## src/rtl/pst_pkg.sv

```systemverilog
// Shared types, codes and defaults for the periodic subscription table.
package pst_pkg;

   // Default sizes handed to the top level
   localparam int TABLE_DEPTH_DEF = 16;
   localparam int TIME_BITS_DEF   = 32;

   // Reports returned by one tick at most
   localparam int MAX_RESULTS = 16;

   // Function codes of a request item
   localparam logic [1:0] FN_SUB   = 2'd0;
   localparam logic [1:0] FN_UNSUB = 2'd1;
   localparam logic [1:0] FN_TICK  = 2'd2;

   // Status codes of an acknowledgement
   localparam logic [2:0] ST_INSERTED    = 3'd0;
   localparam logic [2:0] ST_RENEWED     = 3'd1;
   localparam logic [2:0] ST_FULL        = 3'd2;
   localparam logic [2:0] ST_REMOVED     = 3'd3;
   localparam logic [2:0] ST_NOT_FOUND   = 3'd4;
   localparam logic [2:0] ST_NOTHING_DUE = 3'd5;
   // Status carried by a report descriptor
   localparam logic [2:0] ST_REPORT      = 3'd0;

   // Register indexes of the control port
   localparam int         CSR_IDX_W    = 4;
   localparam logic [3:0] CSR_LIFETIME = 4'd0;
   localparam logic [3:0] CSR_OWN_ADDR = 4'd1;

   // Register reset values
   localparam logic [31:0] LIFETIME_RST = 32'd5000;
   localparam logic [7:0]  OWN_ADDR_RST = 8'd0;

   typedef struct packed {
      logic [1:0]  func;
      logic [7:0]  resource_id;
      logic [7:0]  dest_addr;
      logic [7:0]  report_type;
      logic [3:0]  payload_bytes;
      logic [15:0] period_ms;
      logic        with_lifetime;
   } pst_req_type;

   typedef struct packed {
      logic        is_report;
      logic [2:0]  status;
      logic [7:0]  report_resource;
      logic [7:0]  report_dest;
      logic [7:0]  report_source;
      logic [7:0]  report_kind;
      logic [3:0]  report_length;
      logic        last;
   } pst_rsp_type;

   // Requests from the scan engine to the response stage
   typedef struct packed {
      logic       rpt_valid;
      logic       fin_valid;
      logic [2:0] ack_status;
   } pst_stage_ctl_type;

   // Room left in the response stage
   typedef struct packed {
      logic can_report;
      logic can_finish;
   } pst_stage_sts_type;

endpackage

```

## src/rtl/pst_rsp_stage.sv

```systemverilog
// Response staging: holds the newest report back until its last flag is known.
module pst_rsp_stage (
   input  logic                       clock,
   input  logic                       reset,
   input  pst_pkg::pst_stage_ctl_type ctl,
   input  pst_pkg::pst_rsp_type       rpt,
   output pst_pkg::pst_stage_sts_type sts,
   output logic                       rsp_valid,
   input  logic                       rsp_stall,
   output pst_pkg::pst_rsp_type       rsp_data
);

   logic                 out_valid_ff, out_valid_in;
   pst_pkg::pst_rsp_type out_ff, out_in;
   logic                 hold_valid_ff, hold_valid_in;
   pst_pkg::pst_rsp_type hold_ff, hold_in;
   pst_pkg::pst_rsp_type ack;
   logic                 out_free;

   assign out_free       = !out_valid_ff || !rsp_stall;
   assign sts.can_report = !hold_valid_ff || out_free;
   assign sts.can_finish = out_free;

   // Plain acknowledgement: only status and last are set
   always_comb begin
      ack        = '0;
      ack.status = ctl.ack_status;
      ack.last   = 1'b1;
   end

   // Report pushes the held one out; finish flushes held item or the ack
   always_comb begin
      out_valid_in  = out_valid_ff && rsp_stall;
      out_in        = out_ff;
      hold_valid_in = hold_valid_ff;
      hold_in       = hold_ff;
      if (ctl.rpt_valid) begin
         if (hold_valid_ff) begin
            out_valid_in = 1'b1;
            out_in       = hold_ff;
         end
         hold_valid_in = 1'b1;
         hold_in       = rpt;
      end else if (ctl.fin_valid) begin
         out_valid_in  = 1'b1;
         hold_valid_in = 1'b0;
         if (hold_valid_ff) begin
            out_in      = hold_ff;
            out_in.last = 1'b1;
         end else begin
            out_in = ack;
         end
      end
   end

   always_ff @(posedge clock) begin
      if (reset) begin
         out_valid_ff  <= 1'b0;
         hold_valid_ff <= 1'b0;
      end else begin
         out_valid_ff  <= out_valid_in;
         hold_valid_ff <= hold_valid_in;
      end
      out_ff  <= out_in;
      hold_ff <= hold_in;
   end

   assign rsp_valid = out_valid_ff;
   assign rsp_data  = out_ff;

endmodule

```

## src/rtl/periodic_subscription_table.sv

```systemverilog
// Top level: subscription table memory, scan engine, clock and control registers.
//
//   channel  direction  handshake         payload
//   req_     in         valid / stall     pst_req_type (func, resource, report setup)
//   rsp_     out        valid / stall     pst_rsp_type (ack or report descriptor)
//   csr_     in         valid / ready     csr_index, csr_wdata (lifetime, own address)
//
// The scan reads one table entry per cycle through the single read port, unless a report
// finds no room, and writes entries back compacted through the write port; an item is
// accepted, scanned and closed before its final result is given. A full subscribe skips
// the scan. Reports stall the scan only while the hold register is occupied and the
// output register is occupied and stalled.
// Reset clears the clock, the entry count and the control path; table contents
// are left as they are and are never read before being written.
module periodic_subscription_table #(
   parameter int TABLE_DEPTH = pst_pkg::TABLE_DEPTH_DEF,
   parameter int TIME_BITS   = pst_pkg::TIME_BITS_DEF
) (
   input  logic                          clock,
   input  logic                          reset,
   input  logic                          req_valid,
   output logic                          req_stall,
   input  pst_pkg::pst_req_type          req_data,
   output logic                          rsp_valid,
   input  logic                          rsp_stall,
   output pst_pkg::pst_rsp_type          rsp_data,
   input  logic                          csr_valid,
   output logic                          csr_ready,
   input  logic [pst_pkg::CSR_IDX_W-1:0] csr_index,
   input  logic [31:0]                   csr_wdata
);

   localparam int IDX_W = (TABLE_DEPTH > 1) ? $clog2(TABLE_DEPTH) : 1;
   localparam int CNT_W = $clog2(TABLE_DEPTH + 1);
   localparam int N_W   = $clog2(pst_pkg::MAX_RESULTS + 1);

   localparam logic [1:0] S_IDLE   = 2'd0;
   localparam logic [1:0] S_SCAN   = 2'd1;
   localparam logic [1:0] S_FINISH = 2'd2;

   typedef struct packed {
      logic [7:0]           resource;
      logic [7:0]           dest;
      logic [7:0]           kind;
      logic [3:0]           length;
      logic [15:0]          period;
      logic [TIME_BITS-1:0] next_due;
      logic [TIME_BITS-1:0] expiry;
      logic                 no_expiry;
   } entry_type;

   // Table memory and its registered read data
   entry_type entry_mem [TABLE_DEPTH];
   entry_type rd_data_ff;

   logic [1:0]           state_ff, state_in;
   pst_pkg::pst_req_type req_ff, req_in;
   logic [TIME_BITS-1:0] now_ff, now_in;
   logic [CNT_W-1:0]     cnt_ff, cnt_in;
   logic [31:0]          lifetime_ff;
   logic [7:0]           own_addr_ff;
   logic [CNT_W-1:0]     rd_idx_ff, rd_idx_in;
   logic [CNT_W-1:0]     wr_idx_ff, wr_idx_in;
   logic                 ev_valid_ff, ev_valid_in;
   logic [IDX_W-1:0]     ev_idx_ff, ev_idx_in;
   logic                 found_ff, found_in;
   logic [N_W-1:0]       nrep_ff, nrep_in;

   logic                 rd_en;
   logic                 wr_en;
   logic [IDX_W-1:0]     wr_addr;
   entry_type            wr_data;

   entry_type            ev;
   logic                 full, due, expired, match, keep_report;
   logic                 step, step_hold, scan_end, finish;
   logic [15:0]          sel_period;
   logic [TIME_BITS-1:0] resched, life_end;

   pst_pkg::pst_stage_ctl_type stage_ctl;
   pst_pkg::pst_stage_sts_type stage_sts;
   pst_pkg::pst_rsp_type       rpt;

   assign req_stall = reset || (state_ff != S_IDLE);
   assign csr_ready = 1'b1;

   // Per-entry decisions on the registered entry read from the table
   assign ev          = rd_data_ff;
   assign full        = cnt_ff >= CNT_W'(TABLE_DEPTH);
   assign due         = ev.next_due <= now_ff;
   assign expired     = !ev.no_expiry && (ev.expiry <= now_ff);
   assign match       = ev.resource == req_ff.resource_id;
   assign keep_report = due && (nrep_ff < N_W'(pst_pkg::MAX_RESULTS));
   assign sel_period  = (state_ff == S_SCAN) ? ev.period : req_ff.period_ms;
   assign resched     = now_ff + TIME_BITS'(sel_period);
   assign life_end    = now_ff + TIME_BITS'(lifetime_ff);

   // Scan pacing: one entry per cycle unless a report finds no room
   assign step_hold = (state_ff == S_SCAN) && ev_valid_ff && (req_ff.func == pst_pkg::FN_TICK)
                      && keep_report && !stage_sts.can_report;
   assign step      = (state_ff == S_SCAN) && ev_valid_ff && !step_hold;
   assign rd_en     = (state_ff == S_SCAN) && (rd_idx_ff < cnt_ff) && (!ev_valid_ff || step);
   assign scan_end  = (state_ff == S_SCAN)
                      && ((!ev_valid_ff && (rd_idx_ff == cnt_ff))
                          || (step && (req_ff.func == pst_pkg::FN_SUB) && match));
   assign finish    = (state_ff == S_FINISH) && stage_sts.can_finish;

   // Report descriptor of the entry under evaluation
   always_comb begin
      rpt                 = '0;
      rpt.is_report       = 1'b1;
      rpt.status          = pst_pkg::ST_REPORT;
      rpt.report_resource = ev.resource;
      rpt.report_dest     = ev.dest;
      rpt.report_source   = own_addr_ff;
      rpt.report_kind     = ev.kind;
      rpt.report_length   = ev.length;
      rpt.last            = 1'b0;
   end

   // Response stage requests and final status
   always_comb begin
      stage_ctl.rpt_valid = step && (req_ff.func == pst_pkg::FN_TICK) && keep_report;
      stage_ctl.fin_valid = finish;
      case (req_ff.func)
         pst_pkg::FN_SUB: begin
            if (full)
               stage_ctl.ack_status = pst_pkg::ST_FULL;
            else if (found_ff)
               stage_ctl.ack_status = pst_pkg::ST_RENEWED;
            else
               stage_ctl.ack_status = pst_pkg::ST_INSERTED;
         end
         pst_pkg::FN_UNSUB: begin
            stage_ctl.ack_status = found_ff ? pst_pkg::ST_REMOVED : pst_pkg::ST_NOT_FOUND;
         end
         default: stage_ctl.ack_status = pst_pkg::ST_NOTHING_DUE;
      endcase
   end

   // Write-back port: compaction during the scan, append at the finish
   always_comb begin
      wr_en   = 1'b0;
      wr_addr = wr_idx_ff[IDX_W-1:0];
      wr_data = ev;
      if (step) begin
         case (req_ff.func)
            pst_pkg::FN_SUB: begin
               if (match) begin
                  wr_en             = 1'b1;
                  wr_addr           = ev_idx_ff;
                  wr_data.period    = req_ff.period_ms;
                  wr_data.expiry    = life_end;
                  wr_data.no_expiry = 1'b0;
               end
            end
            pst_pkg::FN_UNSUB: begin
               wr_en = !(match && !found_ff);
            end
            pst_pkg::FN_TICK: begin
               if (due)
                  wr_data.next_due = resched;
               wr_en = !expired;
            end
            default: wr_en = 1'b0;
         endcase
      end else if (finish && (req_ff.func == pst_pkg::FN_SUB) && !full && !found_ff) begin
         wr_en             = 1'b1;
         wr_addr           = cnt_ff[IDX_W-1:0];
         wr_data.resource  = req_ff.resource_id;
         wr_data.dest      = req_ff.dest_addr;
         wr_data.kind      = req_ff.report_type;
         wr_data.length    = req_ff.payload_bytes;
         wr_data.period    = req_ff.period_ms;
         wr_data.next_due  = resched;
         wr_data.expiry    = life_end;
         wr_data.no_expiry = !req_ff.with_lifetime;
      end
   end

   // Sequencer
   always_comb begin
      state_in    = state_ff;
      req_in      = req_ff;
      now_in      = now_ff;
      cnt_in      = cnt_ff;
      rd_idx_in   = rd_idx_ff;
      wr_idx_in   = wr_idx_ff;
      ev_valid_in = ev_valid_ff;
      ev_idx_in   = ev_idx_ff;
      found_in    = found_ff;
      nrep_in     = nrep_ff;
      case (state_ff)
         S_IDLE: begin
            if (req_valid && !req_stall) begin
               req_in      = req_data;
               rd_idx_in   = '0;
               wr_idx_in   = '0;
               ev_valid_in = 1'b0;
               found_in    = 1'b0;
               nrep_in     = '0;
               case (req_data.func)
                  pst_pkg::FN_SUB:   state_in = full ? S_FINISH : S_SCAN;
                  pst_pkg::FN_UNSUB: state_in = S_SCAN;
                  pst_pkg::FN_TICK: begin
                     now_in   = now_ff + TIME_BITS'(1);
                     state_in = S_SCAN;
                  end
                  default: state_in = S_IDLE;
               endcase
            end
         end
         S_SCAN: begin
            if (rd_en) begin
               ev_valid_in = 1'b1;
               ev_idx_in   = rd_idx_ff[IDX_W-1:0];
               rd_idx_in   = rd_idx_ff + CNT_W'(1);
            end else if (step) begin
               ev_valid_in = 1'b0;
            end
            if (step) begin
               case (req_ff.func)
                  pst_pkg::FN_SUB: begin
                     if (match)
                        found_in = 1'b1;
                  end
                  pst_pkg::FN_UNSUB: begin
                     if (match && !found_ff)
                        found_in = 1'b1;
                     else
                        wr_idx_in = wr_idx_ff + CNT_W'(1);
                  end
                  pst_pkg::FN_TICK: begin
                     if (!expired)
                        wr_idx_in = wr_idx_ff + CNT_W'(1);
                     if (keep_report)
                        nrep_in = nrep_ff + N_W'(1);
                  end
                  default: found_in = found_ff;
               endcase
            end
            if (scan_end) begin
               ev_valid_in = 1'b0;
               state_in    = S_FINISH;
            end
         end
         S_FINISH: begin
            if (finish) begin
               state_in = S_IDLE;
               case (req_ff.func)
                  pst_pkg::FN_SUB: begin
                     if (!full && !found_ff)
                        cnt_in = cnt_ff + CNT_W'(1);
                  end
                  pst_pkg::FN_UNSUB: cnt_in = wr_idx_ff;
                  pst_pkg::FN_TICK:  cnt_in = wr_idx_ff;
                  default:           cnt_in = cnt_ff;
               endcase
            end
         end
         default: state_in = S_IDLE;
      endcase
   end

   always_ff @(posedge clock) begin
      if (reset) begin
         state_ff    <= S_IDLE;
         now_ff      <= '0;
         cnt_ff      <= '0;
         ev_valid_ff <= 1'b0;
         nrep_ff     <= '0;
      end else begin
         state_ff    <= state_in;
         now_ff      <= now_in;
         cnt_ff      <= cnt_in;
         ev_valid_ff <= ev_valid_in;
         nrep_ff     <= nrep_in;
      end
      req_ff    <= req_in;
      rd_idx_ff <= rd_idx_in;
      wr_idx_ff <= wr_idx_in;
      ev_idx_ff <= ev_idx_in;
      found_ff  <= found_in;
   end

   // Control registers
   always_ff @(posedge clock) begin
      if (reset) begin
         lifetime_ff <= pst_pkg::LIFETIME_RST;
         own_addr_ff <= pst_pkg::OWN_ADDR_RST;
      end else if (csr_valid && csr_ready) begin
         case (csr_index)
            pst_pkg::CSR_LIFETIME: lifetime_ff <= csr_wdata;
            pst_pkg::CSR_OWN_ADDR: own_addr_ff <= csr_wdata[7:0];
            default:               lifetime_ff <= lifetime_ff;
         endcase
      end
   end

   // Table memory: one write port, one registered read port
   always_ff @(posedge clock) begin
      if (wr_en)
         entry_mem[wr_addr] <= wr_data;
      if (rd_en)
         rd_data_ff <= entry_mem[rd_idx_ff[IDX_W-1:0]];
   end

   pst_rsp_stage u_rsp_stage (
      .clock     (clock),
      .reset     (reset),
      .ctl       (stage_ctl),
      .rpt       (rpt),
      .sts       (stage_sts),
      .rsp_valid (rsp_valid),
      .rsp_stall (rsp_stall),
      .rsp_data  (rsp_data)
   );

`ifndef SYNTHESIS
   // Entry count stays within the table
   a_cnt_bound: assert property (@(posedge clock) disable iff (reset)
      cnt_ff <= CNT_W'(TABLE_DEPTH))
      else $error("entry count beyond table depth");

   // A tick advances the clock by one before its scan
   a_tick_now: assert property (@(posedge clock) disable iff (reset)
      (req_valid && !req_stall && (req_data.func == pst_pkg::FN_TICK))
      |=> (now_ff == $past(now_ff) + TIME_BITS'(1)))
      else $error("tick did not advance the clock");

   // Compaction never writes ahead of the entry under evaluation
   a_wr_behind: assert property (@(posedge clock) disable iff (reset)
      (step && wr_en) |-> (wr_addr <= ev_idx_ff))
      else $error("scan write overtook the read position");

   // Report count per tick stays within the limit
   a_nrep_bound: assert property (@(posedge clock) disable iff (reset)
      nrep_ff <= N_W'(pst_pkg::MAX_RESULTS))
      else $error("too many reports in one tick");
`endif

endmodule

```

## config.mk

```make
export PLATFORM = sky130hd
export DESIGN_NAME = periodic_subscription_table
export DESIGN_NICKNAME = d
export VERILOG_FILES = /design/src/rtl/pst_pkg.sv /design/src/rtl/pst_rsp_stage.sv /design/src/rtl/periodic_subscription_table.sv
export SDC_FILE = /design/constraint.sdc
export NUM_CORES = 2
export LEC_CHECK = 0
export ABC_AREA = 1
export BUFFER_PORTS_ARGS = -buffer_cell sky130_fd_sc_hd__buf_2
export CORE_ASPECT_RATIO = 1.1
export CORE_UTILIZATION = 63
export DETAILED_ROUTE_END_ITERATION = 8
export PLACE_DENSITY = 0.8
export SLEW_MARGIN = 20
export SYNTH_ARGS = -nofsm -noshare
export SYNTH_HDL_FRONTEND = slang
export SYNTH_HIERARCHICAL = 1
export SYNTH_SLANG_ARGS = --single-unit
```

## constraint.sdc

```tcl
create_clock -name clock -period 9.4 [get_ports clock]
set_input_delay 0.94 -clock clock [delete_from_list [all_inputs] [get_ports clock]]
set_output_delay 0.94 -clock clock [all_outputs]
set_load 0.05 [all_outputs]
```

==> impl_metrics.toml <==
[sta]
fmax_ghz = 0.170
min_period_ps = 5870
hold_viol = 0
rsz0062_at_grt = "false"
fin_setup_tns_ps = 0
setup_ws_ps = 3530
slew_headroom_pct = 20.5
setup_violations = 0
post-route-period-util_pct = 62.5
worstMarginPinSlew_ps = 1190
maxSlewViolCount = 0
finalClockSkew_ps = 37.7

[route]
first_pass_iters = 8
num_vias = 56900
vias_per_cell = 6.48
drc = 56
antenna_left = 0
routed_wl_um = 222000
drtIter0Drc = 7892
routedWlPerCell_um = 25.2

[die]
die_x_um = 355
dieArea_um2 = 139000
num_rows = 142
start_util_pct = 63.5
ioPinCount = 132
die_y_um = 391
core_um2 = 136000

[cts]
post_cts_resized = 0
worstSkewPairLatency_ps = 850
h-tree-depth = 4
numCtsBuffers = 194
postCtsHoldBufs = 0
cts_tree = "yes"
cts_sinks = 2084
cts_root_buf = "clkbuf_16"
clk_pin_slew_ps = 70
cts_setup_buffers = 0
clockBufferDepth = 3

[layout]
fillCellCount = 8656
final_nets = 7056
fin_cells = 8791
drive_above_1_share_pct = 9.11
multi_input_area_um2 = 22400
postLayoutCoreUtil_pct = 70.0
area_delta_synth_final_pct = 10.3
seqCellArea_um2 = 61700

[setup_path]
crit_end = "entry_mem[2][84]$_DFFE_PP_"
critPathMaxFanout = 87
crit_top_cell = "nand2_1"
critPathRequiredTime_ps = 9840
critPathLaunch = "now_ff[11]$_SDFFE_PP0P_"
worstSetupStartpointType = "register"
slowest_stage = "buf_4"
cp_cell_sequence = "inv_1 > ha_1 > a21oi_1 > o21ai_0 > a21oi_1 > nand2_1 > nand2_1 > nand2_1 > nand2_4 > nand4_4 > nand2_4 > nand2_1 > o21ai_2 > nand2_1 > nor2_4 > buf_4"
path_buf_inv = 2
path_depth = 16
crit_arrival_ps = 6310
rrSetupSlack_ps = 3530
crit_path_end_kind = "register"
crit_family = "simple AND/OR/NAND/NOR gates"
r2r_end = "entry_mem[2][84]$_DFFE_PP_"
ff2ff_path_depth = 16
path_class = "reg2reg"
cp_slowest_stage_delay_ps = 980
timing.rr.start = "now_ff[11]$_SDFFE_PP0P_"

[grt]
antenna_found_initial = 4
grt_util_all_layers_pct = 31.7
grt-ovfl-total = 0
grt_pass1_vias = 54600
grt_max_degree = 259
grt_pass1_wl_um = 328000

[place]
hpwl_um = 122000
io_buffer_count = 130
placement.setup.worst_slack_ps = 3310
gp_congestion = 1.01
place_inst = 8439

[yosys]
synthDistinctLibCells = 61
synthAdderAreaFrac_pct = 1.91
synthArstFlopShare_pct = 0
syn_area_per_cell_um2 = 12.8
synth-seq-area-share_pct = 71.3
synth_edf_count = 1997
synth_mux_area_share_pct = 2.10
synth_top_family_by_area = "simple AND/OR/NAND/NOR gates"
synth_xor_area_share_pct = 0.567
synth-compound-area-share_pct = 10.3
synth.top_cell.area_share_pct = 69.3
synthTopCellsByCount = "edfxtp_1, nor2_1, nand2_1, o21ai_0, clkbuf_1"
netlist_area_um2 = 86600
ys_ff_latch = 2084
synth_top_cell_by_area = "edfxtp_1"
synth.most_common_cell = "edfxtp_1"
synth-simple-area-share_pct = 10.8
ys_warn_count = 6
netlist_instances = 6788
synthTopCellsByArea = "edfxtp_1, nor2_1, o21ai_0"
synth-main-ff-cell = "edfxtp_1"

[power]
p_sw_share_pct = 33.7
cellInternalPower_mw = 17.4
vdd_drop_max_mv = 0.328
combinationalPowerShare_pct = 27.8
p_seq_share_pct = 42.3
p_leak_nw = 32.6
clkPwrFrac_pct = 29.9
power_density_nw_per_um2 = 275
switchingPower_mw = 8.85

[run_status]
violations = "design-rule violations"
outcome = "complete, but fails checks"

[hold_path]
hold_path.class = "in2reg"
hp-start = "req_data[24]"

[job]
cap_violations = 0
-- how the worst min path moves through the flow --
stage | end | depth (start not counted)
6_report | req_ff[24]$_DFFE_PP_ | 1
4_1_cts | req_ff[24]$_DFFE_PP_ | 1
5_1_grt | req_ff[32]$_DFFE_PP_ | 1
3_3_place_gp | u_rsp_stage/hold_ff[13]$_DFFE_PP_ | 0
2_1_floorplan | u_rsp_stage/hold_ff[13]$_DFFE_PP_ | 0
3_5_place_dp | u_rsp_stage/hold_ff[13]$_DFFE_PP_ | 0
-- worst reg2reg max path, delay by kind of cell, from the launching register on --
| kind | cells | cell delay (ps) |
|---|---|---|
| compound gates | 4 | 590 |
| fa+ha+maj | 1 | 340 |
| buf+inv | 2 | 1150 |
| flops | 1 | 500 |
| simple gates | 9 | 2840 |
-- flip-flops by register name, summed over array words and instances (netlist names) --
| name | cells |
|---|---|
| u_rsp_stage/rsp_valid | 1 |
| ev | 109 |
| wr_idx_ff | 5 |
| entry_mem | 1744 |
| now_ff | 32 |
| state_ff | 2 |
| lifetime_ff | 32 |
| rd_idx_ff | 5 |
| nrep_ff | 5 |
| ev_idx_ff | 4 |
| own_addr_ff | 8 |
| req_ff | 47 |
| cnt_ff | 5 |
| u_rsp_stage/hold_valid_ff | 1 |
| u_rsp_stage/hold_ff | 41 |
| u_rsp_stage/rsp_data | 41 |
| found_ff | 1 |
| ev_valid_ff | 1 |
-- power groups by stage --
stage	Combinational, mW	Sequential (mW)	Clock, mW
global route	7.82	11.1	8.25
floorplan	4.73	11.4	0
finish	7.30	11.1	7.85
detailed placement	7.10	11.3	0
global placement	6.89	11.3	0
CTS	7.19	11.1	7.91
-- kinds of logic after synthesis --
logic type / count (synthesis)
fa+ha+maj: 131
flops: 2084
compound gates: 1371
mux: 182
xor+xnor: 56
buf+inv: 666
other cells: 2
simple gates: 2296
-- layer usage --
layer  GRT usage, %  vias to the layer above  share of wire [%]
met5              0                        -              0.021
met4           12.5                        6                3.9
met3           5.86                      521                 11
met2           50.6                     3383                 48
met1           43.6                    27900                 38
li1               -                    25100                  -
-- stage by stage --
stage,hold WS [ps],area (µm²),power (mW)
floorplan,408,86600,16.2
global placement,412,89000,18.2
detailed placement,417,89000,18.4
CTS,220,95300,26.2
global route,242,95400,27.2
finish,261,95400,26.3
-- cell usage in the layout, fill, tap and decap left out, drive strengths merged, types with 2 or more instances in the layout --
cell	instances
nand3b	6
a31oi	11
a211oi	4
nor3b	3
o22ai	2
o31ai	2
nand2	744
xor2	35
o32ai	255
o211ai	66
and3	2
nor2	1200
or2	12
a221oi	3
xnor2	21
bufinv	22
edfxtp	1997
fa	2
o21bai	7
o221ai	182
nor4	9
ha	129
inv	284
o21a	16
nand3	276
a21oi	147
conb	6
o21ai	660
mux2i	182
nor3	22
dfxtp	87
clkbuf	228
clkinv	79
buf	242
clkinvlp	9
a21o	11
nand4	22
-- cell type report --
type	instances	area share [%]
clock inverter	122	1.40
timing repair buffer	243	1.71
inverter	272	1.10
clock buffer	227	5.26
multi-input combinational	4042	23.5
tap	1800	2.36
sequential	2084	64.7
antenna	1	0.00262
(Power assumes the default switching activity.)
